[src/rtl/pfsw_pkg.sv]
// Shared types, codes and helper functions of the page frame buffer span writer.
`timescale 1ns / 1ps
package pfsw_pkg;

  localparam int COLUMNS_DEF = 128;
  localparam int PAGES_DEF   = 8;
  localparam int CMD_DEPTH   = 2;
  localparam int RES_DEPTH   = 2;

  localparam logic [2:0] FUNC_SPAN  = 3'd0;
  localparam logic [2:0] FUNC_CLEAR = 3'd1;
  localparam logic [2:0] FUNC_FLUSH = 3'd2;
  localparam logic [2:0] FUNC_READ  = 3'd3;
  localparam logic [2:0] FUNC_MARK  = 3'd4;

  typedef enum logic [2:0] {
    K_NOP   = 3'd0,
    K_SPAN  = 3'd1,
    K_CLEAR = 3'd2,
    K_FLUSH = 3'd3,
    K_READ  = 3'd4,
    K_MARK  = 3'd5
  } kind_t;

  typedef enum logic [1:0] {
    INK_SET = 2'd0,
    INK_CLR = 2'd1,
    INK_XOR = 2'd2
  } ink_t;

  typedef struct packed {
    kind_t      kind;
    ink_t       ink;
    logic [7:0] col;
    logic [2:0] first_page;
    logic [2:0] last_page;
    logic [2:0] top_bit;
    logic [2:0] bot_bit;
  } cmd_t;

  typedef struct packed {
    logic [2:0] run_first_page;
    logic [2:0] run_last_page;
    logic       no_dirty;
    logic [7:0] read_data;
    logic       applied;
    logic       last;
  } res_t;

  // Bits hi..lo set.
  function automatic logic [7:0] span_mask(logic [2:0] hi, logic [2:0] lo);
    return (8'hFF << hi) & (8'hFF >> (3'd7 - lo));
  endfunction

  function automatic logic [7:0] ink_apply(ink_t ink, logic [7:0] data, logic [7:0] mask);
    logic [7:0] r;
    case (ink)
      INK_CLR: r = data & ~mask;
      INK_XOR: r = data ^ mask;
      default: r = data | mask;
    endcase
    return r;
  endfunction

endpackage

[src/rtl/pfsw_front.sv]
// Front end: accepts commands, clips spans, checks ranges and classifies.
`timescale 1ns / 1ps
module pfsw_front #(
  parameter int COLUMNS = pfsw_pkg::COLUMNS_DEF,
  parameter int PAGES   = pfsw_pkg::PAGES_DEF
) (
  input  logic                push,
  output logic                full,
  input  logic [2:0]          in_func,
  input  logic signed [15:0]  in_span_x,
  input  logic signed [15:0]  in_span_y,
  input  logic [7:0]          in_span_height,
  input  logic [1:0]          in_ink,
  input  logic [7:0]          in_first_page,
  input  logic [7:0]          in_last_page,
  input  logic                cmd_full,
  input  logic                init_busy,
  output logic                cmd_push,
  output pfsw_pkg::cmd_t      cmd
);

  localparam int ROWS = PAGES * 8;

  logic signed [17:0] bottom_s;
  logic               x_ok, top_ok, span_ok, clear_ok, read_ok;
  logic [5:0]         top_c, bot_c;

  assign full     = cmd_full || init_busy;
  assign cmd_push = push && !full;

  assign bottom_s = $signed({{2{in_span_y[15]}}, in_span_y})
                  + $signed({10'd0, in_span_height}) - 18'sd1;
  assign x_ok     = !in_span_x[15] && (in_span_x[14:0] < 15'(COLUMNS));
  assign top_ok   = in_span_y < $signed(16'(ROWS));
  assign span_ok  = (in_span_height != 8'd0) && x_ok && !bottom_s[17] && top_ok;
  assign top_c    = in_span_y[15] ? 6'd0 : in_span_y[5:0];
  assign bot_c    = (bottom_s >= $signed(18'(ROWS))) ? 6'(ROWS - 1) : bottom_s[5:0];
  assign clear_ok = (in_first_page < 8'(PAGES)) && (in_last_page < 8'(PAGES))
                 && (in_first_page <= in_last_page);
  assign read_ok  = x_ok && (in_first_page < 8'(PAGES));

  always_comb begin
    cmd            = '0;
    cmd.kind       = pfsw_pkg::K_NOP;
    cmd.col        = in_span_x[7:0];
    cmd.ink        = (in_ink == 2'd1) ? pfsw_pkg::INK_CLR :
                     (in_ink == 2'd2) ? pfsw_pkg::INK_XOR : pfsw_pkg::INK_SET;
    case (in_func)
      pfsw_pkg::FUNC_SPAN: begin
        if (span_ok) begin
          cmd.kind       = pfsw_pkg::K_SPAN;
          cmd.first_page = top_c[5:3];
          cmd.last_page  = bot_c[5:3];
          cmd.top_bit    = top_c[2:0];
          cmd.bot_bit    = bot_c[2:0];
        end
      end
      pfsw_pkg::FUNC_CLEAR: begin
        if (clear_ok) begin
          cmd.kind       = pfsw_pkg::K_CLEAR;
          cmd.first_page = in_first_page[2:0];
          cmd.last_page  = in_last_page[2:0];
        end
      end
      pfsw_pkg::FUNC_FLUSH: cmd.kind = pfsw_pkg::K_FLUSH;
      pfsw_pkg::FUNC_READ: begin
        if (read_ok) begin
          cmd.kind       = pfsw_pkg::K_READ;
          cmd.first_page = in_first_page[2:0];
        end
      end
      pfsw_pkg::FUNC_MARK: cmd.kind = pfsw_pkg::K_MARK;
      default: cmd.kind = pfsw_pkg::K_NOP;
    endcase
  end

endmodule

[config.mk]
export PLATFORM = sky130hd
export DESIGN_NAME = pfsw_front
export DESIGN_NICKNAME = d
export VERILOG_FILES = /design/src/rtl/pfsw_pkg.sv /design/src/rtl/pfsw_front.sv
export SDC_FILE = /design/constraint.sdc
export NUM_CORES = 1
export LEC_CHECK = 0
export BUFFER_PORTS_ARGS = -buffer_cell sky130_fd_sc_hd__buf_2
export CORE_AREA = 8 8 88 58
export DETAILED_ROUTE_END_ITERATION = 8
export DIE_AREA = 0 0 96 66
export PLACE_DENSITY = 0.88
export REMOVE_ABC_BUFFERS = 1
export SYNTH_ARGS = -nofsm -noshare
export SYNTH_HDL_FRONTEND = slang
export SYNTH_SLANG_ARGS = --single-unit
[constraint.sdc]
create_clock -name vclk -period 13.5
set_input_delay 4.05 -clock vclk [all_inputs]
set_output_delay 4.05 -clock vclk [all_outputs]
set_load 0.02 [all_outputs]
# After elaboration in Yosys (flattened, before gate mapping)
# Index checks and enable logic that the tools add are counted.
dict set report word_totals {
  regBits 0
  inputBits 64
  out_inout_bits 27
  word_cells 42
}
dict set report classes {
  add_sub_neg 2
  n_lt_le_gt_ge 6
  eq_ne 6
  muxes 14
  reduce_logical 14
}
# cell count
set op_table {}
lappend op_table {{6-bit two-way mux} 4}
lappend op_table {{18-bit by 8-bit greater-or-equal comparator with 1-bit output, second input constant} 1}
lappend op_table {{17-bit by 2-bit subtractor with 18-bit output, second input constant} 1}
lappend op_table {{16-bit by 9-bit adder with 17-bit output} 1}
lappend op_table {{16-bit by 8-bit less-than comparator with 1-bit output, second input constant} 1}
lappend op_table {{8-bit by 4-bit less-than comparator with 1-bit output, second input constant} 2}
lappend op_table {{15-bit by 8-bit less-than comparator with 1-bit output, second input constant} 1}
lappend op_table {{3-bit case mux with 5 select lines} 1}
lappend op_table {{12-bit two-way mux} 1}
lappend op_table {{3-bit case mux with 3 select lines} 1}
lappend op_table {{8-bit <= comparator} 1}
lappend op_table {{1-bit logical AND} 8}
lappend op_table {{8-bit nonzero test} 1}
lappend op_table {{3-bit by 2-bit equality test with 1-bit output, second input constant} 2}
lappend op_table {{2-bit two-way mux} 3}
lappend op_table {{3-bit two-way mux} 2}
lappend op_table {{3-bit case mux with 2 select lines} 1}
lappend op_table {{3-bit by 1-bit equality test with 1-bit output, second input constant} 1}
lappend op_table {{3-bit equality test, second input constant} 1}
lappend op_table {{1-bit zero test} 3}
lappend op_table {{3-bit zero test} 1}
lappend op_table {{2-bit by 1-bit equality test with 1-bit output, second input constant} 1}
lappend op_table {{2-bit equality test, second input constant} 1}
lappend op_table {{1-bit logical OR} 1}
lappend op_table {{1-bit two-way mux} 1}

# Longest topological paths before layout
dict set report logic_depth {
  ltp_word 7
  ltp_mapped 15
  ltp_nobuf 14
}

# Worst setup path before layout
# Ideal clock, no wire load.
dict set report synth_timing {
  kind {input-to-output}
  startpoint {input port in_span_y[1]}
  endpoint {output port cmd[0] (netlist name)}
  arrival_time_ns 7.233
  required_ns 9.450
  path_slack_ns 2.217
  cell_stages 14
  path_buffers 1
  path_cell_list {inv_1 -> ha_1 -> inv_1 -> ha_1 -> inv_1 -> fa_1 -> and2b_1 -> o31a_2 -> o2111ai_1 -> a32o_1 -> a2111o_1 -> or4_4 -> buf_6 -> nor3_1}
}
# element line_no
set synth_lines {}
lappend synth_lines {{start: declaration} pfsw_front.sv:11} ;# input logic signed [15:0] in_span_y,
lappend synth_lines {{end: declaration} pfsw_front.sv:19} ;# output pfsw_pkg::cmd_t cmd

==> metrics.md <==
| Metric | Value |
|---|---|
| Mapped cell area | between 1500 and 2000 sq um |
| Min Tclk post-route | ~12 ns |
| Most frequent cells in the layout | 77 x buf_2, 59 x inv_1, 36 x ha_1 |
| # diodes | 0 |
| Starting Density | between 50% and 60% |
| P_leak | 1.36 nW |
| Design area | roughly 2300 sq um |
| Routability cong. | roughly 0.98 |
| Syn avg cell area | 6.81 sq um |
| Critical path origin | in_span_y[1] |
| Crit path cell chain | buf_2, inv_1, ha_1, inv_1, ha_1, inv_1, fa_1, and2b_1, o31a_2, o2111ai_1, a32o_1, a2111o_1, or4_4, a41oi_2, a211o_1, buf_2 |
| Initial antenna violation count | 0 |
| Post-route setup TNS | 0 ns |
| # hold bufs at CTS | 0 |
| Most Frequent Cell on Critical Path | inv_1 |
| Final Cycle Share | ~87% |
| Drt initial violations | 306 |
| Max-slew violations | 0 |
| Max_slew headroom | between 30% and 40% |
| Startpoint types | input pin |
| FF/Latch Area | 0 sq um |
| Die Width | ~96 um |
| Drt wl/cell | 15.8 um |
| Yosys Warn Count | 0 |
| First-pass GRT wire length | about 10000 um |
| Highest clock rate | around 0.085 GHz |
| Peak VDD IR | between 15 and 20 uV |
| Clock buf count | 0 |
| Worst-Margin Slew | approximately 0.97 ns |
| Total GRT Usage | between 10% and 20% |
| Vias in the first global route | 2311 |
| CTS resizes | 0 |
| Share of cells above drive strength 1 | 24.4% |
| Residual DRC | 0 |
| Hold Path End | cmd[12] |
| Final Hold Fails | 0 |
| # rows | 18 |
| Max Cap Viol | 0 |
| WP data arrival | 7.67 ns |
| Post-synthesis instance total | 290 |
| Drt first pass iters | 5 |
| Seq/Total Area, Yosys | 0% |
| Core area | 3900 sq um |
| Hold Crit Start | in_span_x[0] |
| Seq Cell Count | 0 |
| Routed vias | between 2000 and 2500 |
| Routed wire length | ~6300 um |
| Layout Nets | between 400 and 500 |
| Worst hold path depth | 0 |
| PD cells | approximately 41 nW/um^2 |
| Die H | around 66 um |
| I/O pins | 91 |
| CP Capture Type | primary output |
| Finish-stage setup viols | 0 |
| Global route overflow | 0 |
| Dpl hpwl | roughly 5600 um |
| CP max-delay cell | or4_4 |
| Port Buffers | 77 |
| Via density | 5.88 |
| Unique masters post-synth | 60 |
| Post-DP Area | about 2300 sq um |
| Antenna viol nets, final | 0 |
| Area growth, synth to finish | 18.0% |
| Slowest stage delay, CP | around 0.53 ns |
| Most common cell after layout, fill and taps aside | buf_2 |
| RSZ-0062 raised after global routing | false |
| Critical path class | in -> out |
| Hold WC Path Type | in -> out |
| Status | finished clean |
| Postcts setup bufs | 0 |
| Critical Path RT | ~9.5 ns |
| Max Fanout on Critical Path | 11 |
| Die footprint | 6340 sq um |
| Largest net degree at the start of global routing | 14 |
## final cells by class
type,count,area (sq um)
timing repair buffer,77,385
fill,382,1560
inverter,59,221
tap,50,62.6
multi-input combinational,217,1660
## how the worst max path moves through the flow
stage	to	slack, ns
global route	cmd[7]	1.58
detailed placement	cmd[7]	1.83
global placement	cmd[6]	1.95
finish	cmd[7]	1.78
floorplan	cmd[0]	2.16
CTS	cmd[7]	1.82
## cells by family after synthesis
family	after synthesis	synth area share, %
AND/OR/NAND/NOR	101	29.6
buffers and inverters	73	15.8
AO/OA/AOI/OAI	71	27.0
adder cells (fa/ha/maj)	37	23.8
XOR/XNOR	5	2.22
multiplexers	3	1.58
## layer usage
layer | global-route usage, % | vias up | wire [um] | share of wire [%]
met5 | 0 | - | 0 | 0
met4 | 0.571 | 0 | 19 | 0.30
met3 | 5.90 | 6 | 795 | 13
met2 | 29.6 | 147 | 2550 | 40
met1 | 27.5 | 1062 | 2990 | 47
li1 | - | 1154 | - | -
## synth_stat cells (all sizes together) (3+ instances only)
master	n	share of area [%]
or2	6	1.9
a22o	3	1.3
o211a	5	2.5
a21o	6	2.3
a21oi	11	2.8
o21bai	3	1.1
buf	10	3.9
o2111ai	4	1.8
nand4	4	1.3
inv	59	11
nor4	5	1.6
a211oi	5	1.9
xnor2	4	1.8
nand2	10	1.9
nand3	7	1.8
ha	36	23
o21ai	11	2.8
nor3	10	2.8
nand4b	3	1.3
clkbuf	4	0.76
nor2	21	4.4
o211ai	4	1.5
nand2b	7	2.2
a211o	3	1.3
nor2b	9	2.8
## report_power, final
part           internal, mW  leakage, nW  switching [mW]
Clock                     0            0               0
Sequential                0            0               0
Combinational        0.0402         1.36          0.0560
## critical path, delay by kind of cell
| family | cells | cell delay [ns] |
|---|---|---|
| AND/OR/NAND/NOR | 2 | 0.82 |
| AO/OA/AOI/OAI | 6 | 1.58 |
| buffers and inverters | 5 | 0.38 |
| adder cells (fa/ha/maj) | 3 | 0.84 |
## metrics by stage
stage          total power, mW  hold WS (ns)  util (%)  std cells  setup WS, ns
2_1_floorplan           0.0650          8.10         -        276          2.16
3_3_place_gp            0.0912          8.10      59.9        403          1.95
3_5_place_dp            0.0934          8.10      59.9        403          1.83
4_1_cts                 0.0939          8.10      59.9        403          1.82
5_1_grt                  0.107          8.10      59.9        403          1.58
6_report                0.0962          8.10      59.9        403          1.78
No activity file was read; power rests on OpenSTA's default activity.
