<file path="src/rtl/pfsw_fifo.sv">
// Small register queue used between front and back and on the result side.
`timescale 1ns / 1ps
module pfsw_fifo #(
  parameter int WIDTH = 8,
  parameter int DEPTH = 2
) (
  input  logic             clk,
  input  logic             rst_n,
  input  logic             push,
  input  logic [WIDTH-1:0] wdata,
  output logic             full,
  input  logic             pop,
  output logic [WIDTH-1:0] rdata,
  output logic             empty
);

  localparam int PTR_W = (DEPTH > 1) ? $clog2(DEPTH) : 1;
  localparam int CNT_W = $clog2(DEPTH + 1);

  logic [WIDTH-1:0] mem_r [DEPTH];
  logic [PTR_W-1:0] wr_ptr_r, wr_ptr_nxt;
  logic [PTR_W-1:0] rd_ptr_r, rd_ptr_nxt;
  logic [CNT_W-1:0] cnt_r, cnt_nxt;
  logic             do_push, do_pop;

  assign full    = (cnt_r == CNT_W'(DEPTH));
  assign empty   = (cnt_r == '0);
  assign do_push = push && !full;
  assign do_pop  = pop && !empty;
  assign rdata   = mem_r[rd_ptr_r];

  always_comb begin
    wr_ptr_nxt = wr_ptr_r;
    rd_ptr_nxt = rd_ptr_r;
    cnt_nxt    = cnt_r;
    if (do_push) begin
      wr_ptr_nxt = (wr_ptr_r == PTR_W'(DEPTH - 1)) ? '0 : wr_ptr_r + 1'b1;
    end
    if (do_pop) begin
      rd_ptr_nxt = (rd_ptr_r == PTR_W'(DEPTH - 1)) ? '0 : rd_ptr_r + 1'b1;
    end
    if (do_push && !do_pop) begin
      cnt_nxt = cnt_r + 1'b1;
    end else if (do_pop && !do_push) begin
      cnt_nxt = cnt_r - 1'b1;
    end
  end

  always_ff @(posedge clk) begin
    if (!rst_n) begin
      wr_ptr_r <= '0;
      rd_ptr_r <= '0;
      cnt_r    <= '0;
    end else begin
      wr_ptr_r <= wr_ptr_nxt;
      rd_ptr_r <= rd_ptr_nxt;
      cnt_r    <= cnt_nxt;
    end
  end

  always_ff @(posedge clk) begin
    if (do_push) begin
      mem_r[wr_ptr_r] <= wdata;
    end
  end

endmodule

</file>
<file path="config.mk">
export PLATFORM = sky130hd
export DESIGN_NAME = pfsw_fifo
export DESIGN_NICKNAME = d
export VERILOG_FILES = /design/src/rtl/pfsw_fifo.sv
export SDC_FILE = /design/constraint.sdc
export NUM_CORES = 1
export LEC_CHECK = 0
export ABC_AREA = 0
export BUFFER_PORTS_ARGS = -buffer_cell sky130_fd_sc_hd__buf_4
export CAP_MARGIN = 25
export CELL_PAD_IN_SITES_DETAIL_PLACEMENT = 1
export CELL_PAD_IN_SITES_GLOBAL_PLACEMENT = 2
export CORE_MARGIN = 3
export CORE_UTILIZATION = 34
export CTS_CLUSTER_DIAMETER = 150
export DETAILED_ROUTE_END_ITERATION = 10
export GPL_TIMING_DRIVEN = 0
export PLACE_DENSITY = 0.86
export SYNTH_ARGS = -nofsm -noshare
export SYNTH_HDL_FRONTEND = slang
export SYNTH_SLANG_ARGS = --single-unit
export TNS_END_PERCENT = 50
</file>
<file path="constraint.sdc">
create_clock -name clk -period 1.8 [get_ports clk]
set_input_delay 0.09 -clock clk [delete_from_list [all_inputs] [get_ports clk]]
set_output_delay 0.09 -clock clk [all_outputs]
set_load 0.02 [all_outputs]
</file>
# Yosys cells after proc, flatten, opt, wreduce, memory -nomap -nowiden
# Memories as Yosys holds them, arrays and structs flattened. A register that Yosys moved wholly into a read port is not among the register bits.
# Cells that the tools add are included.
dict set report classes {
  addsub 4
  n_eq_ne 1
  mux 8
  n_reduce_logical 10
}
# cell count
set ops {}
lappend ops {{$mux 1} 6}
lappend ops {{$logic_and 1x1->1} 4}
lappend ops {{$logic_not 1->1} 4}
lappend ops {{$mux 2} 2}
lappend ops {{$add 1x1->1 const B} 2}
lappend ops {{$add 2x1->2 const B} 1}
lappend ops {{$eq 2x2->1 const B} 1}
lappend ops {{$logic_not 2->1} 1}
lappend ops {{$reduce_bool 2->1} 1}
lappend ops {{$sub 2x1->2 const B} 1}
dict set report word_totals {
  ff_bits 4
  ramBits 16
  in_bits 12
  out_inout_bits 10
  elab_cells 27
  memories 1
}
# name depth word_bits rd rd_clocked_by_memory_dff write_ports line_no
set memory_table {}
lappend memory_table {mem_r 2 8 1 1 1 20} ;# logic [WIDTH-1:0] mem_r [DEPTH];

# Depth between registers and ports, before layout
# Gate-level depths: netlist of run 1.
dict set report depth {
  ltp_word 7
  mapped_depth 7
  ltp_nobuf 7
}

# Worst setup path before layout of run 1
# OpenSTA, ideal clock, no wires.
dict set report synth_path {
  path_type {register to register}
  start {register cnt_r[0]}
  end {register cnt_r[1]}
  setup_ps 70
  arrival_time_ps 1444
  required_time_ps 1730
  slack_ps 286
  stages_incl_launch_ff 7
  n_path_buf 0
  period_less_slack_ps 1514
  path_cell_list {dfxtp_1 nand2b_1 inv_2 nor2_1 ha_1 or3_1 a21boi_1}
}
dict set report synth_between {
  elab_chain_len 6
  elab_cells_between_ends 15
  classes_between {add/sub (2); eq/ne (1); mux (2); reduce/logical (10)}
}
# item line_no
set synth_lines {}
lappend synth_lines {{start, declared} 23} ;# logic [CNT_W-1:0] cnt_r, cnt_nxt;
lappend synth_lines {{start signal, assigned} 57} ;# cnt_r <= cnt_nxt;
lappend synth_lines {{$eq 2x2->1 (*)} 26} ;# assign full = (cnt_r == CNT_W'(DEPTH));
lappend synth_lines {{named net full} 11} ;# output logic full,
lappend synth_lines {{$logic_not 1->1 (*)} 28} ;# assign do_push = push && !full;
lappend synth_lines {{$logic_and 1x1->1 (*)} 28}
lappend synth_lines {{$logic_not 1->1} 44} ;# end else if (do_pop && !do_push) begin
lappend synth_lines {{$logic_and 1x1->1} 44}
lappend synth_lines {{$reduce_bool 2->1 (no line)} --}
# Mark *: on every way through the listed nets, which the timed path passes. The rest lies on a longest branch. The select of a mux whose other input is x is not followed.
# A chain may end at the register's enable or synchronous reset.

# Worst setup path after layout of run 1
dict set report layout_path {
  start {register cnt_r[0]}
  end {memory mem_r[0][1] (enable)}
}
dict set report layout_between {
  elab_chain_len 5
}
# item line_no
set layout_lines {}
lappend layout_lines {{$eq 2x2->1} 26}
lappend layout_lines {{$logic_not 1->1} 28}
lappend layout_lines {{$logic_and 1x1->1} 28}
lappend layout_lines {{$mux 1} 62} ;# if (do_push) begin
lappend layout_lines {{$mux 1 (implied by the code)} 63} ;# mem_r[wr_ptr_r] <= wdata;
lappend layout_lines {{end, declared} 20}
# Every way passes these cells.

==> flow_metrics.tcl, run 1 <==
set metrics [dict create \
    power_density_nw_per_um2 1320 \
    worstPathArrival_ns 1.58 \
    grt_max_degree 13 \
    r2r_setup_slack_ns 0.16 \
    fin_tns_setup_ns 0 \
    num_rows 17 \
    rsz0062_at_grt "false" \
    met1_usage_pct 11.7 \
    pre_cts_slack_ns 0.170 \
    vias_per_cell 4.53 \
    p_int_w 0.000980 \
    place_hpwl_um 1070 \
    grt_use_total_pct 11.2 \
    syn_avg_cell_area_sq_um 16.2 \
    r2r_cells 3 \
    root_buffer "clkbuf_4" \
    switching_share_pct 32.9 \
    fin_crit_sh_pct 91.0 \
    startpoint "cnt_r[0]$_SDFFE_PN0P_" \
    die_h_um 54.8 \
    overflow 0 \
    pwr-share-clk_pct 15.4 \
    post_drt_wl_per_cell_um 13.4 \
    core_region_area_sq_um 2230 \
    critPathCaptureType "flip-flop" \
    busiest_layer "met2" \
    drv_slew 0 \
    yosysWarnings 0 \
    cp_slowest_cell "nor3_2" \
    dieWidth_um 54.8 \
    crit_required_ns 1.74 \
    synth_cells 50 \
    drive_gt1_share_pct 43.4 \
    place_area_sq_um 1000 \
    post_cts_resized 0 \
    seq_area_frac_synth_pct 71.7 \
    met2_usage_pct 20.3 \
    critPathKind "flip-flop to flip-flop" \
    rr_endpoint "mem_r[0][1]$_DFFE_PP_" \
    clkTransAtPathRegs_ns 0.12 \
    p_total_w 0.00146 \
    pwr-share-seq_pct 45.2 \
    drt-initial-drc-count 5 \
    ant_nets 0 \
    start_util_pct 36.2 \
    setup_viol_count_final 0 \
    synth_area_sq_um 810 \
    critPathMaxStageDelay_ns 0.57 \
    r2r_start "cnt_r[0]$_SDFFE_PN0P_" \
    status "finished clean" \
    gp_congestion 0.664 \
    fin_area_sq_um 1110 \
    tightest_slew_ns 0.755 \
    antenna_cells 0 \
    grt_pass1_wl_um 2270 \
    grtUsageMet3_pct 2.45 \
    period_minus_slack_ns 1.64 \
    setup_ws_ns 0.163 \
    maxCapViolCount 0 \
    die-area_sq_um 3000 \
    crit_chain "nand2b_1 > inv_2 > nor3_2" \
    hold_violations 0 \
    leakage_nw 0.438 \
    min_path_type "input pin to flip-flop" \
    yosysUniqueCellTypes 20 \
    grt_antenna_before_repair 0 \
    cts_buffer_depth 2 \
    cts_tree "yes" \
    portBuffers 21 \
    fin_util_pct 49.7 \
    fmax_mhz 611 \
    cp_max_fo 9 \
    synth-seq-cells 21 \
    vdd_drop_max_mv 0.685 \
    cts_sinks 21 \
    clk-insertion-delay-late_ns 0.31 \
    combPwrFrac_pct 39.4 \
    p_sw_w 0.000481 \
    boundaryPins 22 \
    vias 503 \
    drt-pass1-iter-count 4 \
    crit_end "mem_r[0][1]$_DFFE_PP_" \
    htreeDepth 1 \
    fin_worst_skew_ns 0.0123 \
    synth_fp_nets 63 \
    route.detailed.drc 0 \
    grt_pass1_vias 519 \
    nets 97 \
    relSlewSlack_pct 49.4 \
    numCtsBuffers 3 \
    area_delta_synth_final_pct 37.1 \
    routed_wl_um 1490 \
    startpoint_type "flip-flop" \
]
## timing repair
item	CTS	global route
buffers inserted	0	0
setup endpoints to repair	0	0
hold buffers	8	0
hold endpoints to repair	16	0
## layer usage
layer	vias up	part of all wire, %
met5	-	0
met4	0	1.4
met3	3	6.6
met2	18	51
met1	235	41
li1	247	-
## cell families (layout without fill, tap and decap cells)
kind of cell               after synthesis  after routing  share of synthesized area [%]
DFF                                     21             21                           71.7
and+or+nand+nor                          9              9                           6.80
muxes                                    8              8                           11.1
AOI/OAI and AO/OA                        5              5                           4.02
xor gates and xnor gates                 3              3                           3.25
buffers and inverters                    3             36                           1.54
adders and majority gates                1              1                           1.55
## worst min path at each step
stage / cells after the start / start / slack (ns) / endpoint
after floorplan: 0 / wdata[0] / 0.19 / mem_r[0][0]$_DFFE_PP_
after global placement: 1 / wdata[1] / 0.28 / mem_r[0][1]$_DFFE_PP_
after detailed placement: 1 / wdata[7] / 0.28 / mem_r[0][7]$_DFFE_PP_
after CTS: 2 / rst_n / 0.02 / rd_ptr_r$_SDFFE_PN0P_
after global routing: 2 / rst_n / 0.006 / wr_ptr_r$_SDFFE_PN0N_
final: 2 / rst_n / 0.01 / rd_ptr_r$_SDFFE_PN0P_
## synth_stat cells
| cell | instances | area (sq um) |
|---|---|---|
| buf_2 | 1 | 5.00 |
| nor3_2 | 1 | 10.0 |
| ha_1 | 1 | 12.5 |
| inv_1 | 1 | 3.75 |
| and2_1 | 3 | 18.8 |
| xor2_1 | 1 | 8.76 |
| or3_1 | 1 | 6.26 |
| nor2_1 | 2 | 7.51 |
| dfxtp_1 | 5 | 100 |
| a21boi_0 | 1 | 7.51 |
| edfxtp_1 | 16 | 480 |
| a21boi_1 | 1 | 7.51 |
| o21ai_1 | 1 | 5.00 |
| nand2b_1 | 1 | 6.26 |
| mux2_2 | 8 | 90.1 |
| inv_2 | 1 | 3.75 |
| o21a_1 | 1 | 7.51 |
| xnor2_1 | 2 | 17.5 |
| o21ai_0 | 1 | 5.00 |
| and3_1 | 1 | 6.26 |
## through the flow
| stage | hold WS [ns] | std cells |
|---|---|---|
| 2_1_floorplan | 0.189 | 50 |
| 3_3_place_gp | 0.276 | 99 |
| 3_5_place_dp | 0.282 | 99 |
| 4_1_cts | 0.0170 | 111 |
| 5_1_grt | 0.00581 | 111 |
| 6_report | 0.0136 | 111 |
## worst max-delay path, delay by kind of cell, from the launching register on
| kind | cells | cell delay [ns] |
|---|---|---|
| AND/OR/NAND/NOR | 2 | 0.76 |
| buffers and inverters | 1 | 0.07 |
| flip-flops | 1 | 0.44 |
## final cells by class
class,instances,area (sq um)
repair buffers,29,238
clock inverters,1,5.00
plain buffers,1,5.00
inverters,2,7.51
flip-flops and latches,21,581
multi-input cells,26,216
well taps,28,35.0
clock buffers,3,22.5
fillers,233,1120
## placed cells by master, fill, tap and decap left out, drive strengths merged, types with 2 or more instances in the layout
cell         netlist  layout
edfxtp            16      16
o21ai              2       2
xnor2              2       2
dlygate4sd3        0       8
nor2               2       2
and2               3       3
inv                2       2
buf                1      22
mux2               8       8
dfxtp              5       5
clkbuf             0       3
a21boi             2       2
## registers in the layout (all words and copies together), names as in the netlist, named ones only
register,count
cnt_r,2
mem_r,16
rd_ptr_r,1
wr_ptr_r,1
## power by group through the flow
stage | Combinational (W) | Sequential, W | Clock (W)
floorplan | 0.000371 | 0.000661 | 0
global placement | 0.000549 | 0.000669 | 0
detailed placement | 0.000566 | 0.000675 | 0
CTS | 0.000585 | 0.000663 | 0.000228
global route | 0.000630 | 0.000670 | 0.000263
finish | 0.000575 | 0.000661 | 0.000225
(Power assumes the default switching activity.)
==> run 2, diff against run 1 <==
--- a/config.mk
+++ b/config.mk
@@ -6,7 +6,7 @@
 export NUM_CORES = 1
 export LEC_CHECK = 0
 export ABC_AREA = 0
-export BUFFER_PORTS_ARGS = -buffer_cell sky130_fd_sc_hd__buf_4
+export BUFFER_PORTS_ARGS = -buffer_cell sky130_fd_sc_hd__buf_2
 export CAP_MARGIN = 25
 export CELL_PAD_IN_SITES_DETAIL_PLACEMENT = 1
 export CELL_PAD_IN_SITES_GLOBAL_PLACEMENT = 2
==> run 2 against run 1 <==
Clock skew up 0.0012 ns. Register-to-register slack better by 0.05 ns. Fmax up 2.9%. Global-route usage down 0.56 points. Setup slack better by 0.047 ns. Core utilization down 2.4 points. Die area unchanged. First-iteration DRC count down 20%. Wire length down 3.3%. Non-clock buffer count unchanged. Sequential share of layout area up 2.6 points. Critical path type unchanged.
==> flow_metrics.tcl, run 2 (same netlist as run 1, synthesis figures left out) <==
set metrics [dict create \
    status "finished clean" \
    tightest_slew_ns 0.689 \
    num_rows 17 \
    crit_required_ns 2.02 \
    largest_register "mem_r" \
    route.detailed.drc 0 \
    cts_buffer_depth 2 \
    pwr-share-seq_pct 47.6 \
    hold_violations 0 \
    clkTransAtPathRegs_ns 0.12 \
    grt_pass1_vias 527 \
    cp_max_fo 5 \
    vias 500 \
    fin_worst_skew_ns 0.0135 \
    post_drt_wl_per_cell_um 13.0 \
    fmax_mhz 629 \
    fin_util_pct 47.3 \
    p_sw_w 0.000462 \
    register_area_sq_um 581 \
    critPathKind "flip-flop to flip-flop" \
    critPathCaptureType "flip-flop" \
    ant_nets 0 \
    gp_congestion 0.620 \
    pwr-share-clk_pct 15.5 \
    combPwrFrac_pct 36.9 \
    boundaryPins 22 \
    switching_share_pct 33.2 \
    grt_antenna_before_repair 0 \
    largest_register_ff_count 16 \
    drive_gt1_share_pct 43.4 \
    area_delta_synth_final_pct 30.6 \
    htreeDepth 1 \
    holdWs_ns 0.0491 \
    grtUsageMet3_pct 2.72 \
    grt_use_total_pct 10.6 \
    p_int_w 0.000929 \
    met1_usage_pct 11.9 \
    layout_common_cells "22 x buf_2, 16 x edfxtp_1, 8 x mux2_2, 8 x dlygate4sd3_1, 5 x dfxtp_1" \
    drv_slew 0 \
    period_minus_slack_ns 1.59 \
    fin_crit_sh_pct 88.4 \
    maxCapViolCount 0 \
    root_buffer "clkbuf_4" \
    antenna_cells 0 \
    rsz0062_at_grt "false" \
    cts_sinks 21 \
    dieWidth_um 54.8 \
    overflow 0 \
    numCtsBuffers 3 \
    routed_wl_um 1440 \
    setup_viol_count_final 0 \
    min_path_type "input pin to flip-flop" \
    start_util_pct 36.2 \
    reg_top3 "mem_r: 16 flops, cnt_r: 2 flops" \
    core_region_area_sq_um 2230 \
    die-area_sq_um 3000 \
    busiest_layer "met2" \
    vdd_drop_max_mv 0.804 \
    place_hpwl_um 1050 \
    nets 97 \
    worstPathArrival_ns 1.81 \
    vias_per_cell 4.50 \
    met2_usage_pct 19.1 \
    grt_pass1_wl_um 2260 \
    startpoint_type "flip-flop" \
    grt_max_degree 13 \
    fin_tns_setup_ns 0 \
    fillers 240 \
    drt-initial-drc-count 4 \
    cts_tree "yes" \
    relSlewSlack_pct 53.8 \
    drt-pass1-iter-count 3 \
    layout_commonest_cell "buf_2" \
    leakage_nw 0.420 \
    portBuffers 21 \
    die_h_um 54.8 \
    power_density_nw_per_um2 1320 \
    clk-insertion-delay-late_ns 0.29 \
    multi_input_area_sq_um 216 \
]
==> run 2: cell count changes in the layout (fill, tap and decap cells not counted) <==
cell   change
buf_2     +21
buf_4     -21
==> run 2: what timing repair did <==
item | 4_1_cts | 5_1_grt
buffers inserted | 0 | 0
hold buffers | 8 | 0
gates resized for setup | 0 | 0
endpoints found under the hold margin | 16 | 0
==> run 2: worst paths after layout <==
path,from,to,slack (ns),cells past startpoint
max,cnt_r[0]$_SDFFE_PN0P_,cnt_r[1]$_SDFFE_PN0P_,0.21,6
min,rst_n,wr_ptr_r$_SDFFE_PN0N_,0.05,2
max reg2reg,cnt_r[0]$_SDFFE_PN0P_,cnt_r[1]$_SDFFE_PN0P_,0.21,6
min reg2reg,cnt_r[1]$_SDFFE_PN0P_,cnt_r[1]$_SDFFE_PN0P_,0.55,2
==> run 2: final cells by class <==
class | instances | area share (%)
plain buffers | 1 | 0.473
clock buffers | 3 | 2.13
clock inverters | 1 | 0.473
inverters | 2 | 0.710
multi-input cells | 26 | 20.5
flip-flops and latches | 21 | 54.9
well taps | 28 | 3.31
repair buffers | 29 | 17.5
==> run 2: critical path, stage by stage, from the launching register on <==
cell and delay [ns]:
dfxtp_1 0.43, nand2b_1 0.18, inv_2 0.06, nor2_1 0.10
ha_1 0.27, or3_1 0.35, a21boi_1 0.13
==> run 2: power groups by stage <==
stage / Combinational (W) / Sequential (W) / Clock (W)
detailed placement: 0.000507 / 0.000674 / 0
global placement: 0.000491 / 0.000669 / 0
finish: 0.000513 / 0.000663 / 0.000216
floorplan: 0.000371 / 0.000661 / 0
global route: 0.000563 / 0.000675 / 0.000245
CTS: 0.000525 / 0.000664 / 0.000223
==> run 2: routing by layer <==
metal / wire length [um] / vias up
met2: 767 / 15
met4: 10 / 0
li1: - / 247
met5: 0 / -
met3: 97 / 2
met1: 568 / 236
==> run 2: per-stage QoR <==
stage	power, W	worst slack (ns)	cells	area, sq um
finish	0.00139	0.209	111	1060
floorplan	0.00103	0.286	50	810
global placement	0.00116	0.237	99	950
detailed placement	0.00118	0.198	99	950
global route	0.00148	0.0683	111	1060
CTS	0.00141	0.177	111	1060
